$ cat src/hdl/tlbfl_pkg.sv
`timescale 1ns / 1ps
// ---------------------------------------------------------------------------
// tlbfl_pkg
// Shared constants, codes, controller states and the control/status bundles
// between the TLB controller and datapath.
// ---------------------------------------------------------------------------
package tlbfl_pkg;

    // Default sizes
    localparam int DEF_MAX_ENTRIES = 16;
    localparam int DEF_PAGE_BITS   = 20;
    localparam int DEF_FRAME_BITS  = 20;

    // Fixed field widths
    localparam int CMD_BITS       = 2;
    localparam int LIMIT_BITS     = 5;
    localparam int CFG_INDEX_BITS = 1;
    localparam int CFG_DATA_BITS  = 5;

    // Operation codes
    localparam logic [CMD_BITS-1:0] CMD_LOOKUP = 2'd0;
    localparam logic [CMD_BITS-1:0] CMD_INSERT = 2'd1;
    localparam logic [CMD_BITS-1:0] CMD_FLUSH  = 2'd2;

    // Register indexes
    localparam logic [CFG_INDEX_BITS-1:0] REG_ENTRIES_IN_USE = 1'd0;
    localparam logic [CFG_INDEX_BITS-1:0] REG_REPLACE_MODE   = 1'd1;

    // Replacement policy
    localparam logic MODE_FIFO = 1'b0;
    localparam logic MODE_LRU  = 1'b1;

    // Register reset values
    localparam logic [LIMIT_BITS-1:0] LIMIT_RESET = 5'd16;

    // Controller states
    typedef enum logic [2:0] {
        ST_IDLE,
        ST_SCAN,
        ST_EVICT,
        ST_WRITE,
        ST_RESULT
    } state_t;

    // Controller to datapath commands
    typedef struct packed {
        logic accept;      // latch input transaction, clear working result
        logic flush;       // invalidate every entry
        logic scan_issue;  // read entry with the current insertion rank
        logic scan_cmp;    // compare the entry read last cycle
        logic evict;       // drop the replacement victim
        logic write;       // fill the lowest free slot
        logic load_out;    // move working result into output register
    } ctrl_cmd_t;

    // Datapath to controller status
    typedef struct packed {
        logic lim_zero;    // TLB disabled
        logic occ_zero;    // no valid entries
        logic need_evict;  // occupancy at or above limit
        logic scan_more;   // insertion ranks left to read
        logic out_free;    // output register can take a result
    } dp_status_t;

endpackage

$ cat src/hdl/tlbfl_ram.sv
`timescale 1ns / 1ps
// ---------------------------------------------------------------------------
// tlbfl_ram
// Generic single-write, single-read RAM with registered read data.
// ---------------------------------------------------------------------------
module tlbfl_ram #(
    parameter int WIDTH = 8,
    parameter int DEPTH = 16
) (
    input  logic                                  clk,
    input  logic                                  wr_en,
    input  logic [(DEPTH > 1 ? $clog2(DEPTH) : 1)-1:0] wr_addr,
    input  logic [WIDTH-1:0]                      wr_data,
    input  logic                                  rd_en,
    input  logic [(DEPTH > 1 ? $clog2(DEPTH) : 1)-1:0] rd_addr,
    output logic [WIDTH-1:0]                      rd_data
);

    logic [WIDTH-1:0] mem [DEPTH];
    logic [WIDTH-1:0] rd_data_reg;

    // Write port and registered read port
    always_ff @(posedge clk)
    begin
        if (wr_en)
        begin
            mem[wr_addr] <= wr_data;
        end
        if (rd_en)
        begin
            rd_data_reg <= mem[rd_addr];
        end
    end

    assign rd_data = rd_data_reg;

endmodule

$ cat src/hdl/tlbfl_ctrl.sv
`timescale 1ns / 1ps
// ---------------------------------------------------------------------------
// tlbfl_ctrl
// Sequencer for the TLB: accepts one transaction at a time, walks the
// lookup scan, eviction and fill steps, and hands the result to the
// output register.
// ---------------------------------------------------------------------------
module tlbfl_ctrl (
    input  logic                               clk,
    input  logic                               rst_n,
    input  logic                               in_valid,
    output logic                               in_stall,
    input  logic [tlbfl_pkg::CMD_BITS-1:0]     command,
    output logic                               cfg_ready,
    input  tlbfl_pkg::dp_status_t              status,
    output tlbfl_pkg::ctrl_cmd_t               cmd
);

    tlbfl_pkg::state_t state_reg, state_next;
    logic              pend_reg, pend_next;
    logic              live_reg;

    // State, scan pipeline flag and out-of-reset flag
    always_ff @(posedge clk or negedge rst_n)
    begin
        if (!rst_n)
        begin
            state_reg <= tlbfl_pkg::ST_IDLE;
            pend_reg  <= 1'b0;
            live_reg  <= 1'b0;
        end
        else
        begin
            state_reg <= state_next;
            pend_reg  <= pend_next;
            live_reg  <= 1'b1;
        end
    end

    assign in_stall  = !live_reg || (state_reg != tlbfl_pkg::ST_IDLE);
    assign cfg_ready = live_reg;

    // Next state and commands
    always_comb
    begin
        cmd        = '0;
        state_next = state_reg;
        pend_next  = pend_reg;
        case (state_reg)
            tlbfl_pkg::ST_IDLE:
            begin
                if (in_valid && live_reg)
                begin
                    cmd.accept = 1'b1;
                    case (command)
                        tlbfl_pkg::CMD_LOOKUP:
                        begin
                            if (!status.lim_zero && !status.occ_zero)
                            begin
                                state_next = tlbfl_pkg::ST_SCAN;
                                pend_next  = 1'b0;
                            end
                            else
                            begin
                                state_next = tlbfl_pkg::ST_RESULT;
                            end
                        end
                        tlbfl_pkg::CMD_INSERT:
                        begin
                            if (status.lim_zero)
                            begin
                                state_next = tlbfl_pkg::ST_RESULT;
                            end
                            else if (status.need_evict)
                            begin
                                state_next = tlbfl_pkg::ST_EVICT;
                            end
                            else
                            begin
                                state_next = tlbfl_pkg::ST_WRITE;
                            end
                        end
                        tlbfl_pkg::CMD_FLUSH:
                        begin
                            cmd.flush  = 1'b1;
                            state_next = tlbfl_pkg::ST_RESULT;
                        end
                        default:
                        begin
                            state_next = tlbfl_pkg::ST_RESULT;
                        end
                    endcase
                end
            end
            // Read one rank per cycle, compare the entry read the cycle before
            tlbfl_pkg::ST_SCAN:
            begin
                cmd.scan_issue = status.scan_more;
                cmd.scan_cmp   = pend_reg;
                pend_next      = status.scan_more;
                if (!status.scan_more)
                begin
                    state_next = tlbfl_pkg::ST_RESULT;
                end
            end
            tlbfl_pkg::ST_EVICT:
            begin
                cmd.evict  = 1'b1;
                state_next = tlbfl_pkg::ST_WRITE;
            end
            tlbfl_pkg::ST_WRITE:
            begin
                cmd.write  = 1'b1;
                state_next = tlbfl_pkg::ST_RESULT;
            end
            tlbfl_pkg::ST_RESULT:
            begin
                if (status.out_free)
                begin
                    cmd.load_out = 1'b1;
                    state_next   = tlbfl_pkg::ST_IDLE;
                end
            end
            default:
            begin
                state_next = tlbfl_pkg::ST_IDLE;
            end
        endcase
    end

endmodule

$ cat src/hdl/tlbfl_dp.sv
`timescale 1ns / 1ps
// ---------------------------------------------------------------------------
// tlbfl_dp
// TLB datapath: configuration registers, per-entry valid bits and ranks,
// page/frame RAM, scan compare, victim and free-slot selection, and the
// output register.
// ---------------------------------------------------------------------------
module tlbfl_dp #(
    parameter int MAX_ENTRIES = tlbfl_pkg::DEF_MAX_ENTRIES,
    parameter int PAGE_BITS   = tlbfl_pkg::DEF_PAGE_BITS,
    parameter int FRAME_BITS  = tlbfl_pkg::DEF_FRAME_BITS
) (
    input  logic                                 clk,
    input  logic                                 rst_n,
    input  tlbfl_pkg::ctrl_cmd_t                 cmd,
    output tlbfl_pkg::dp_status_t                status,
    input  logic [PAGE_BITS-1:0]                 page_number,
    input  logic [FRAME_BITS-1:0]                frame_number,
    input  logic                                 cfg_valid,
    input  logic                                 cfg_ready,
    input  logic [tlbfl_pkg::CFG_INDEX_BITS-1:0] cfg_index,
    input  logic [tlbfl_pkg::CFG_DATA_BITS-1:0]  cfg_data,
    output logic                                 out_valid,
    input  logic                                 out_stall,
    output logic                                 hit,
    output logic [FRAME_BITS-1:0]                found_frame
);

    localparam int RANK_W = (MAX_ENTRIES > 1) ? $clog2(MAX_ENTRIES) : 1;
    localparam int CNT_W  = $clog2(MAX_ENTRIES + 1);
    localparam int LIM_W  = (CNT_W > tlbfl_pkg::LIMIT_BITS) ? CNT_W : tlbfl_pkg::LIMIT_BITS;
    localparam int DATA_W = PAGE_BITS + FRAME_BITS;

    // Configuration
    logic [tlbfl_pkg::LIMIT_BITS-1:0] limit_reg;
    logic                             mode_reg;

    // Entry state
    logic [MAX_ENTRIES-1:0] valid_reg, valid_next;
    logic [RANK_W-1:0]      rec_reg   [MAX_ENTRIES];
    logic [RANK_W-1:0]      rec_next  [MAX_ENTRIES];
    logic [RANK_W-1:0]      ins_reg   [MAX_ENTRIES];
    logic [RANK_W-1:0]      ins_next  [MAX_ENTRIES];
    logic [CNT_W-1:0]       occ_reg, occ_next;

    // Transaction and scan registers
    logic [PAGE_BITS-1:0]   page_reg;
    logic [FRAME_BITS-1:0]  frame_reg;
    logic [CNT_W-1:0]       scan_k_reg;
    logic [MAX_ENTRIES-1:0] scan_oh_reg;
    logic                   scan_ok_reg;
    logic                   hit_reg;
    logic [FRAME_BITS-1:0]  found_reg;

    // Output register
    logic                   out_valid_reg;
    logic                   out_hit_reg;
    logic [FRAME_BITS-1:0]  out_frame_reg;

    // Combinational selections
    logic [MAX_ENTRIES-1:0] scan_oh, victim_oh, free_oh;
    logic [RANK_W-1:0]      scan_idx, free_idx;
    logic                   scan_any, victim_any, free_any;
    logic [RANK_W-1:0]      sel_rec, vic_rec, vic_ins;
    logic [LIM_W-1:0]       lim_wide, occ_wide;
    logic [DATA_W-1:0]      ram_rd_data;
    logic [PAGE_BITS-1:0]   rd_page;
    logic [FRAME_BITS-1:0]  rd_frame;
    logic                   cmp_match;
    logic [RANK_W-1:0]      occ_rank, occ_top_rank;

    // Effective limit and status
    assign lim_wide = (LIM_W'(limit_reg) > LIM_W'(MAX_ENTRIES)) ? LIM_W'(MAX_ENTRIES)
                                                               : LIM_W'(limit_reg);
    assign occ_wide = LIM_W'(occ_reg);

    assign status.lim_zero   = (limit_reg == '0);
    assign status.occ_zero   = (occ_reg == '0);
    assign status.need_evict = (occ_wide >= lim_wide);
    assign status.scan_more  = (scan_k_reg < occ_reg);
    assign status.out_free   = !out_valid_reg || !out_stall;

    assign occ_rank     = occ_reg[RANK_W-1:0];
    assign occ_top_rank = (occ_reg - CNT_W'(1)) >> 0 == '0 ? '0 : occ_rank - RANK_W'(1);

    // Entry lookup, victim and free-slot selection
    always_comb
    begin
        scan_idx = '0;
        free_idx = '0;
        free_oh  = '0;
        sel_rec  = '0;
        vic_rec  = '0;
        vic_ins  = '0;
        for (int j = 0; j < MAX_ENTRIES; j++)
        begin
            scan_oh[j] = valid_reg[j] && (ins_reg[j] == scan_k_reg[RANK_W-1:0]);
            victim_oh[j] = valid_reg[j] &&
                           ((mode_reg == tlbfl_pkg::MODE_LRU) ? (rec_reg[j] == '0)
                                                             : (ins_reg[j] == '0));
            if (scan_oh[j])
            begin
                scan_idx = scan_idx | RANK_W'(j);
            end
            if (scan_oh_reg[j])
            begin
                sel_rec = sel_rec | rec_reg[j];
            end
            if (victim_oh[j])
            begin
                vic_rec = vic_rec | rec_reg[j];
                vic_ins = vic_ins | ins_reg[j];
            end
        end
        // Lowest free slot wins
        for (int j = MAX_ENTRIES - 1; j >= 0; j--)
        begin
            if (!valid_reg[j])
            begin
                free_idx = RANK_W'(j);
                free_oh  = '0;
                free_oh[j] = 1'b1;
            end
        end
        scan_any   = |scan_oh;
        victim_any = |victim_oh;
        free_any   = !(&valid_reg);
    end

    // Page and frame storage
    tlbfl_ram #(
        .WIDTH (DATA_W),
        .DEPTH (MAX_ENTRIES)
    ) u_ram (
        .clk     (clk),
        .wr_en   (cmd.write && free_any),
        .wr_addr (free_idx),
        .wr_data ({page_reg, frame_reg}),
        .rd_en   (cmd.scan_issue),
        .rd_addr (scan_idx),
        .rd_data (ram_rd_data)
    );

    assign rd_page   = ram_rd_data[DATA_W-1 -: PAGE_BITS];
    assign rd_frame  = ram_rd_data[FRAME_BITS-1:0];
    assign cmp_match = cmd.scan_cmp && scan_ok_reg && (rd_page == page_reg);

    // Next entry state
    always_comb
    begin
        valid_next = valid_reg;
        rec_next   = rec_reg;
        ins_next   = ins_reg;
        occ_next   = occ_reg;
        if (cmd.flush)
        begin
            valid_next = '0;
            occ_next   = '0;
        end
        else if (cmp_match)
        begin
            // Matched entry becomes most recent, those above it move down
            for (int j = 0; j < MAX_ENTRIES; j++)
            begin
                if (scan_oh_reg[j])
                begin
                    rec_next[j] = occ_top_rank;
                end
                else if (valid_reg[j] && (rec_reg[j] > sel_rec))
                begin
                    rec_next[j] = rec_reg[j] - RANK_W'(1);
                end
            end
        end
        else if (cmd.evict && victim_any)
        begin
            // Close the gap the victim leaves in both orders
            for (int j = 0; j < MAX_ENTRIES; j++)
            begin
                if (victim_oh[j])
                begin
                    valid_next[j] = 1'b0;
                end
                else if (valid_reg[j])
                begin
                    if (rec_reg[j] > vic_rec)
                    begin
                        rec_next[j] = rec_reg[j] - RANK_W'(1);
                    end
                    if (ins_reg[j] > vic_ins)
                    begin
                        ins_next[j] = ins_reg[j] - RANK_W'(1);
                    end
                end
            end
            occ_next = occ_reg - CNT_W'(1);
        end
        else if (cmd.write && free_any)
        begin
            // New entry is youngest and most recent
            for (int j = 0; j < MAX_ENTRIES; j++)
            begin
                if (free_oh[j])
                begin
                    valid_next[j] = 1'b1;
                    rec_next[j]   = occ_rank;
                    ins_next[j]   = occ_rank;
                end
            end
            occ_next = occ_reg + CNT_W'(1);
        end
    end

    // Control state with reset
    always_ff @(posedge clk or negedge rst_n)
    begin
        if (!rst_n)
        begin
            limit_reg     <= tlbfl_pkg::LIMIT_RESET;
            mode_reg      <= tlbfl_pkg::MODE_FIFO;
            valid_reg     <= '0;
            occ_reg       <= '0;
            out_valid_reg <= 1'b0;
        end
        else
        begin
            if (cfg_valid && cfg_ready)
            begin
                case (cfg_index)
                    tlbfl_pkg::REG_ENTRIES_IN_USE: limit_reg <= cfg_data;
                    tlbfl_pkg::REG_REPLACE_MODE:   mode_reg  <= cfg_data[0];
                    default:                       limit_reg <= limit_reg;
                endcase
            end
            valid_reg <= valid_next;
            occ_reg   <= occ_next;
            if (cmd.load_out)
            begin
                out_valid_reg <= 1'b1;
            end
            else if (out_valid_reg && !out_stall)
            begin
                out_valid_reg <= 1'b0;
            end
        end
    end

    // Ranks and payload, no reset
    always_ff @(posedge clk)
    begin
        rec_reg <= rec_next;
        ins_reg <= ins_next;
        if (cmd.accept)
        begin
            page_reg   <= page_number;
            frame_reg  <= frame_number;
            scan_k_reg <= '0;
            hit_reg    <= 1'b0;
            found_reg  <= '0;
        end
        if (cmd.scan_issue)
        begin
            scan_k_reg  <= scan_k_reg + CNT_W'(1);
            scan_oh_reg <= scan_oh;
            scan_ok_reg <= scan_any;
        end
        if (cmp_match)
        begin
            hit_reg   <= 1'b1;
            found_reg <= rd_frame;
        end
        if (cmd.load_out)
        begin
            out_hit_reg   <= hit_reg;
            out_frame_reg <= found_reg;
        end
    end

    assign out_valid   = out_valid_reg;
    assign hit         = out_hit_reg;
    assign found_frame = out_frame_reg;

endmodule

$ cat src/hdl/tlb_fifo_lru.sv
// Lookup: accept, scan, then result (one entry read per cycle
//   through the page/frame RAM port, in insertion order); next accept in the cycle after the result load.
// Insert: evict (only when at the limit), write, then result; flush, empty or disabled ops go straight to result.
// One transaction at a time; input is stalled until its result is registered.
// Reset: valid bits and occupancy clear at once, limit 16, FIFO policy; no sweep.
`timescale 1ns / 1ps
// ---------------------------------------------------------------------------
// tlb_fifo_lru
// Fully associative TLB with FIFO or LRU replacement, built as a controller
// and a datapath around a page/frame RAM.
// ---------------------------------------------------------------------------
module tlb_fifo_lru #(
    parameter int MAX_ENTRIES = tlbfl_pkg::DEF_MAX_ENTRIES,
    parameter int PAGE_BITS   = tlbfl_pkg::DEF_PAGE_BITS,
    parameter int FRAME_BITS  = tlbfl_pkg::DEF_FRAME_BITS
) (
    input  logic                                 clk,
    input  logic                                 rst_n,
    input  logic                                 in_valid,
    output logic                                 in_stall,
    input  logic [tlbfl_pkg::CMD_BITS-1:0]       command,
    input  logic [PAGE_BITS-1:0]                 page_number,
    input  logic [FRAME_BITS-1:0]                frame_number,
    output logic                                 out_valid,
    input  logic                                 out_stall,
    output logic                                 hit,
    output logic [FRAME_BITS-1:0]                found_frame,
    input  logic                                 cfg_valid,
    output logic                                 cfg_ready,
    input  logic [tlbfl_pkg::CFG_INDEX_BITS-1:0] cfg_index,
    input  logic [tlbfl_pkg::CFG_DATA_BITS-1:0]  cfg_data
);

    tlbfl_pkg::ctrl_cmd_t  cmd;
    tlbfl_pkg::dp_status_t status;

    // Sequencer
    tlbfl_ctrl u_ctrl (
        .clk       (clk),
        .rst_n     (rst_n),
        .in_valid  (in_valid),
        .in_stall  (in_stall),
        .command   (command),
        .cfg_ready (cfg_ready),
        .status    (status),
        .cmd       (cmd)
    );

    // Entry storage and result path
    tlbfl_dp #(
        .MAX_ENTRIES (MAX_ENTRIES),
        .PAGE_BITS   (PAGE_BITS),
        .FRAME_BITS  (FRAME_BITS)
    ) u_dp (
        .clk          (clk),
        .rst_n        (rst_n),
        .cmd          (cmd),
        .status       (status),
        .page_number  (page_number),
        .frame_number (frame_number),
        .cfg_valid    (cfg_valid),
        .cfg_ready    (cfg_ready),
        .cfg_index    (cfg_index),
        .cfg_data     (cfg_data),
        .out_valid    (out_valid),
        .out_stall    (out_stall),
        .hit          (hit),
        .found_frame  (found_frame)
    );

endmodule

$ cat config.mk
export PLATFORM = sky130hd
export DESIGN_NAME = tlb_fifo_lru
export DESIGN_NICKNAME = d
export VERILOG_FILES = /design/src/hdl/tlbfl_pkg.sv /design/src/hdl/tlbfl_ram.sv /design/src/hdl/tlbfl_ctrl.sv /design/src/hdl/tlbfl_dp.sv /design/src/hdl/tlb_fifo_lru.sv
export SDC_FILE = /design/constraint.sdc
export NUM_CORES = 2
export LEC_CHECK = 0
export BUFFER_PORTS_ARGS = -buffer_cell sky130_fd_sc_hd__buf_2
export CORE_ASPECT_RATIO = 1.1
export CORE_MARGIN = 5
export CORE_UTILIZATION = 40
export CTS_CLUSTER_SIZE = 8
export DETAILED_ROUTE_END_ITERATION = 6
export GPL_TIMING_DRIVEN = 0
export PLACE_DENSITY = 0.64
export SETUP_SLACK_MARGIN = 0.3
export SKIP_CTS_REPAIR_TIMING = 1
export SYNTH_ARGS = -nofsm -noshare
export SYNTH_HDL_FRONTEND = slang
export SYNTH_SLANG_ARGS = --single-unit
export TNS_END_PERCENT = 30
$ cat constraint.sdc
create_clock -name clk -period 5.4 [get_ports clk]
set_clock_uncertainty 0.05 [all_clocks]
set_input_delay 1.08 -clock clk [delete_from_list [all_inputs] [get_ports clk]]
set_output_delay 1.08 -clock clk [all_outputs]
set_load 0.02 [all_outputs]
==> impl_metrics.tcl <==
set metrics [dict create \
    placedInstanceArea_um2 49200 \
    maxCapViolCount 0 \
    synth_area_leader_cell "edfxtp_1" \
    hold_viol 0 \
    drc 13 \
    vdd_ir_drop_max_mv 0.333 \
    setup_viol 0 \
    final_area_um2 53500 \
    start_kind "flip-flop" \
    timing.rr.start "u_dp.scan_k_reg[3]$_SDFFCE_PN0P_" \
    async_reset_ff_frac 0.0349 \
    hold_start "u_dp.found_reg[5]$_SDFFCE_PN0P_" \
    die_area_um2 122000 \
    fmaxAchievable_ghz 0.195 \
    vias 33544 \
    cts_sinks 945 \
    insertion_delay_ns 0.76 \
    r2r_setup_slack_ns 0.27 \
    r2r_end "u_dp.u_ram.rd_data[2]$_DFFE_PP_" \
    synth.distinct_cells 73 \
    syn-num-nets 3962 \
    yosys_warnings 0 \
    worst_slew_margin_rel 0.0293 \
    syn_avg_cell_area_um2 12.7 \
    p_per_area_nw_per_um2 439 \
    clk_pin_slew_ns 0.06 \
    ios 77 \
    timing.hold.ws_ns 0.354 \
    first_pass_iters 7 \
    io_buffer_count 76 \
    cts-buffers-inserted 138 \
    crit_type "flip-flop to flip-flop" \
    overflow 0 \
    leakage_nw 18.9 \
    grt_pass1_wl_mm 221 \
    dp_slack_ns -1.60 \
    netlist_area_um2 46200 \
    gp_congestion 0.998 \
    die_w_um 334 \
    die_h_um 366 \
    min_path_type "flip-flop to flip-flop" \
    ys_seq_area_frac 0.610 \
    track_usage 0.242 \
    grt_pass1_vias 33090 \
    synth_top_area_share 0.592 \
    coreArea_um2 115000 \
    hold_path_end "u_dp.found_frame[5]$_DFFE_PP_" \
    drv_slew 0 \
    area_growth_syn_to_layout_pct 15.7 \
    cts_tree "yes" \
    largest_reg_flops 640 \
    antenna_found_initial 7 \
    tightest_slew_ns 1.44 \
    violations "design-rule violations" \
    finalCritPeriodShare 0.951 \
    post-route-min-period_ns 5.13 \
    rsz0062_at_grt "true" \
    hold-path-cell-count 0 \
    critical_path.max_fanout 10 \
    p_total_mw 23.5 \
    synth-edff-count 911 \
    crit_arrival_ns 5.52 \
    via_per_inst 6.14 \
    synth_flop_cell "edfxtp_1" \
    avgRoutedWirePerCell_um 28.0 \
    worstPathRequired_ns 5.79 \
    drt_first_iter_violations 4281 \
    grt_start_max_net_pins 57 \
    finalWirelength_mm 153 \
    antenna_left 0 \
    final_nets 4224 \
    fillers 10114 \
    cts_buffer_depth 3 \
    h-tree-depth 4 \
    hpwl_mm 105 \
    setup_ws_ns 0.267 \
    r2r_cells 12 \
    synth_area_leaders "edfxtp_1 59%, ha_1 7.3%, nand2_1 3.8%, a311oi_1 3.0%, a211oi_1 2.6%" \
    synthCells 3640 \
    start_util 0.404 \
    run_status "finished, violations left" \
    clock-root-buffer "clkbuf_16" \
    critPathCaptureType "flip-flop" \
    drive_above_1_share 0.112 \
    ys_seq_elements 945 \
    num_rows 130 \
]
-- layout make-up --
type | count | area, um^2 | share of cell area
diodes | 1 | 2.50 | 0.0000468
plain buffers | 241 | 1050 | 0.0196
clock buffers | 160 | 3580 | 0.0669
clock inverters | 19 | 302 | 0.00564
inverters | 87 | 329 | 0.00616
multi-input cells | 2367 | 17000 | 0.317
flip-flops and latches | 945 | 28200 | 0.528
well taps | 1518 | 1900 | 0.0355
repair buffers | 122 | 1150 | 0.0215
-- per-layer routing --
layer  up-vias  wire, um  GRT usage
li1      14647         -          -
met1     16519     58100      0.303
met2      1893     71900      0.393
met3       477     13900     0.0523
met4         8      9100      0.130
met5         -        51          0
-- Yosys cell counts, drive strengths merged, types with 9 or more instances --
cell type  instances
edfxtp           911
nand2            469
ha               269
clkbuf           195
and3             164
a211oi           162
a311oi           160
o21ai            118
a21oi            109
xnor2             93
inv               87
nor2              83
o211ai            63
nand4             57
xor2              57
nor2b             52
nor3              49
buf               46
nand2b            46
o21a              45
or4               44
a22oi             34
dfrtp             32
nand3             29
a221oi            28
a22o              27
and2              26
nor4              26
a2bb2oi           18
a31oi             17
nor4b             15
a41oi             13
nor4bb            11
a222oi             9
-- cells in the final DEF (no fill, tap or decap), drive strengths merged, types with 27 or more instances in the layout --
cell type and n:
a22o 27, a311oi 160, inv 93, nor2 83
dfrtp 32, buf 170, a21oi 109, o21a 45
o21ai 118, nand2b 46, a22oi 34, nand3 29
nor2b 52, and3 164, nor3 49, clkbuf 352
xor2 57, nand2 469, xnor2 93, edfxtp 911
a221oi 28, ha 269, o211ai 63, nand4 57
or4 44, a211oi 162
-- report_power, final --
group,switching [mW],total (mW),internal [mW]
combinational,4.28,6.31,2.03
sequential,0.451,9.24,8.79
clock,3.24,7.91,4.67
total,7.97,23.5,15.5
-- cells by family (layout without fill, tap and decap cells) --
logic type / after synthesis / after routing / synth area share
multiplexers: 7 / 7 / 0.00168
XOR/XNOR: 150 / 150 / 0.0284
AND/OR/NAND/NOR: 1102 / 1102 / 0.124
AO/OA/AOI/OAI: 838 / 838 / 0.134
buffers and inverters: 328 / 629 / 0.0290
flip-flops: 945 / 945 / 0.610
other: 1 / 2 / 0.0000812
adder cells (fa/ha/maj): 269 / 269 / 0.0728
-- critical path: stages (launching register included) --
cell and delay, ns:
edfxtp_1 0.39, buf_4 0.23, buf_4 0.23, xor2_1 0.18, nor4_1 1.19, nor4_4 0.18, buf_6 0.26, nand2_1 0.13
buf_2 0.45, buf_2 0.48, buf_2 0.35, a311oi_1 0.19, or4_1 0.49
-- per-stage QoR --
stage	utilization	TNS, ns	std cells
final	0.467	0	5460
after global routing	0.467	0	5459
after CTS	0.464	-140.72	5443
after detailed placement	0.430	-139.33	5264
after global placement	0.423	-453.14	5234
after floorplan	-	0	3640
-- worst max-delay path by stage --
stage                                                start                               to  depth (start not counted)
after CTS                        u_dp.mode_reg$_DFFE_PN0P_       u_dp.ins_reg[18]$_DFFE_PP_                         16
after global routing      u_dp.scan_k_reg[1]$_SDFFCE_PN0P_  u_dp.u_ram.rd_data[4]$_DFFE_PP_                         12
after floorplan              u_dp.valid_reg[1]$_DFFE_PN0P_       u_dp.rec_reg[10]$_DFFE_PP_                          8
after global placement           u_dp.mode_reg$_DFFE_PN0P_       u_dp.rec_reg[42]$_DFFE_PP_                         18
after detailed placement         u_dp.mode_reg$_DFFE_PN0P_       u_dp.ins_reg[18]$_DFFE_PP_                         16
final                     u_dp.scan_k_reg[3]$_SDFFCE_PN0P_  u_dp.u_ram.rd_data[2]$_DFFE_PP_                         12
No activity file was read; power rests on OpenSTA's default activity.
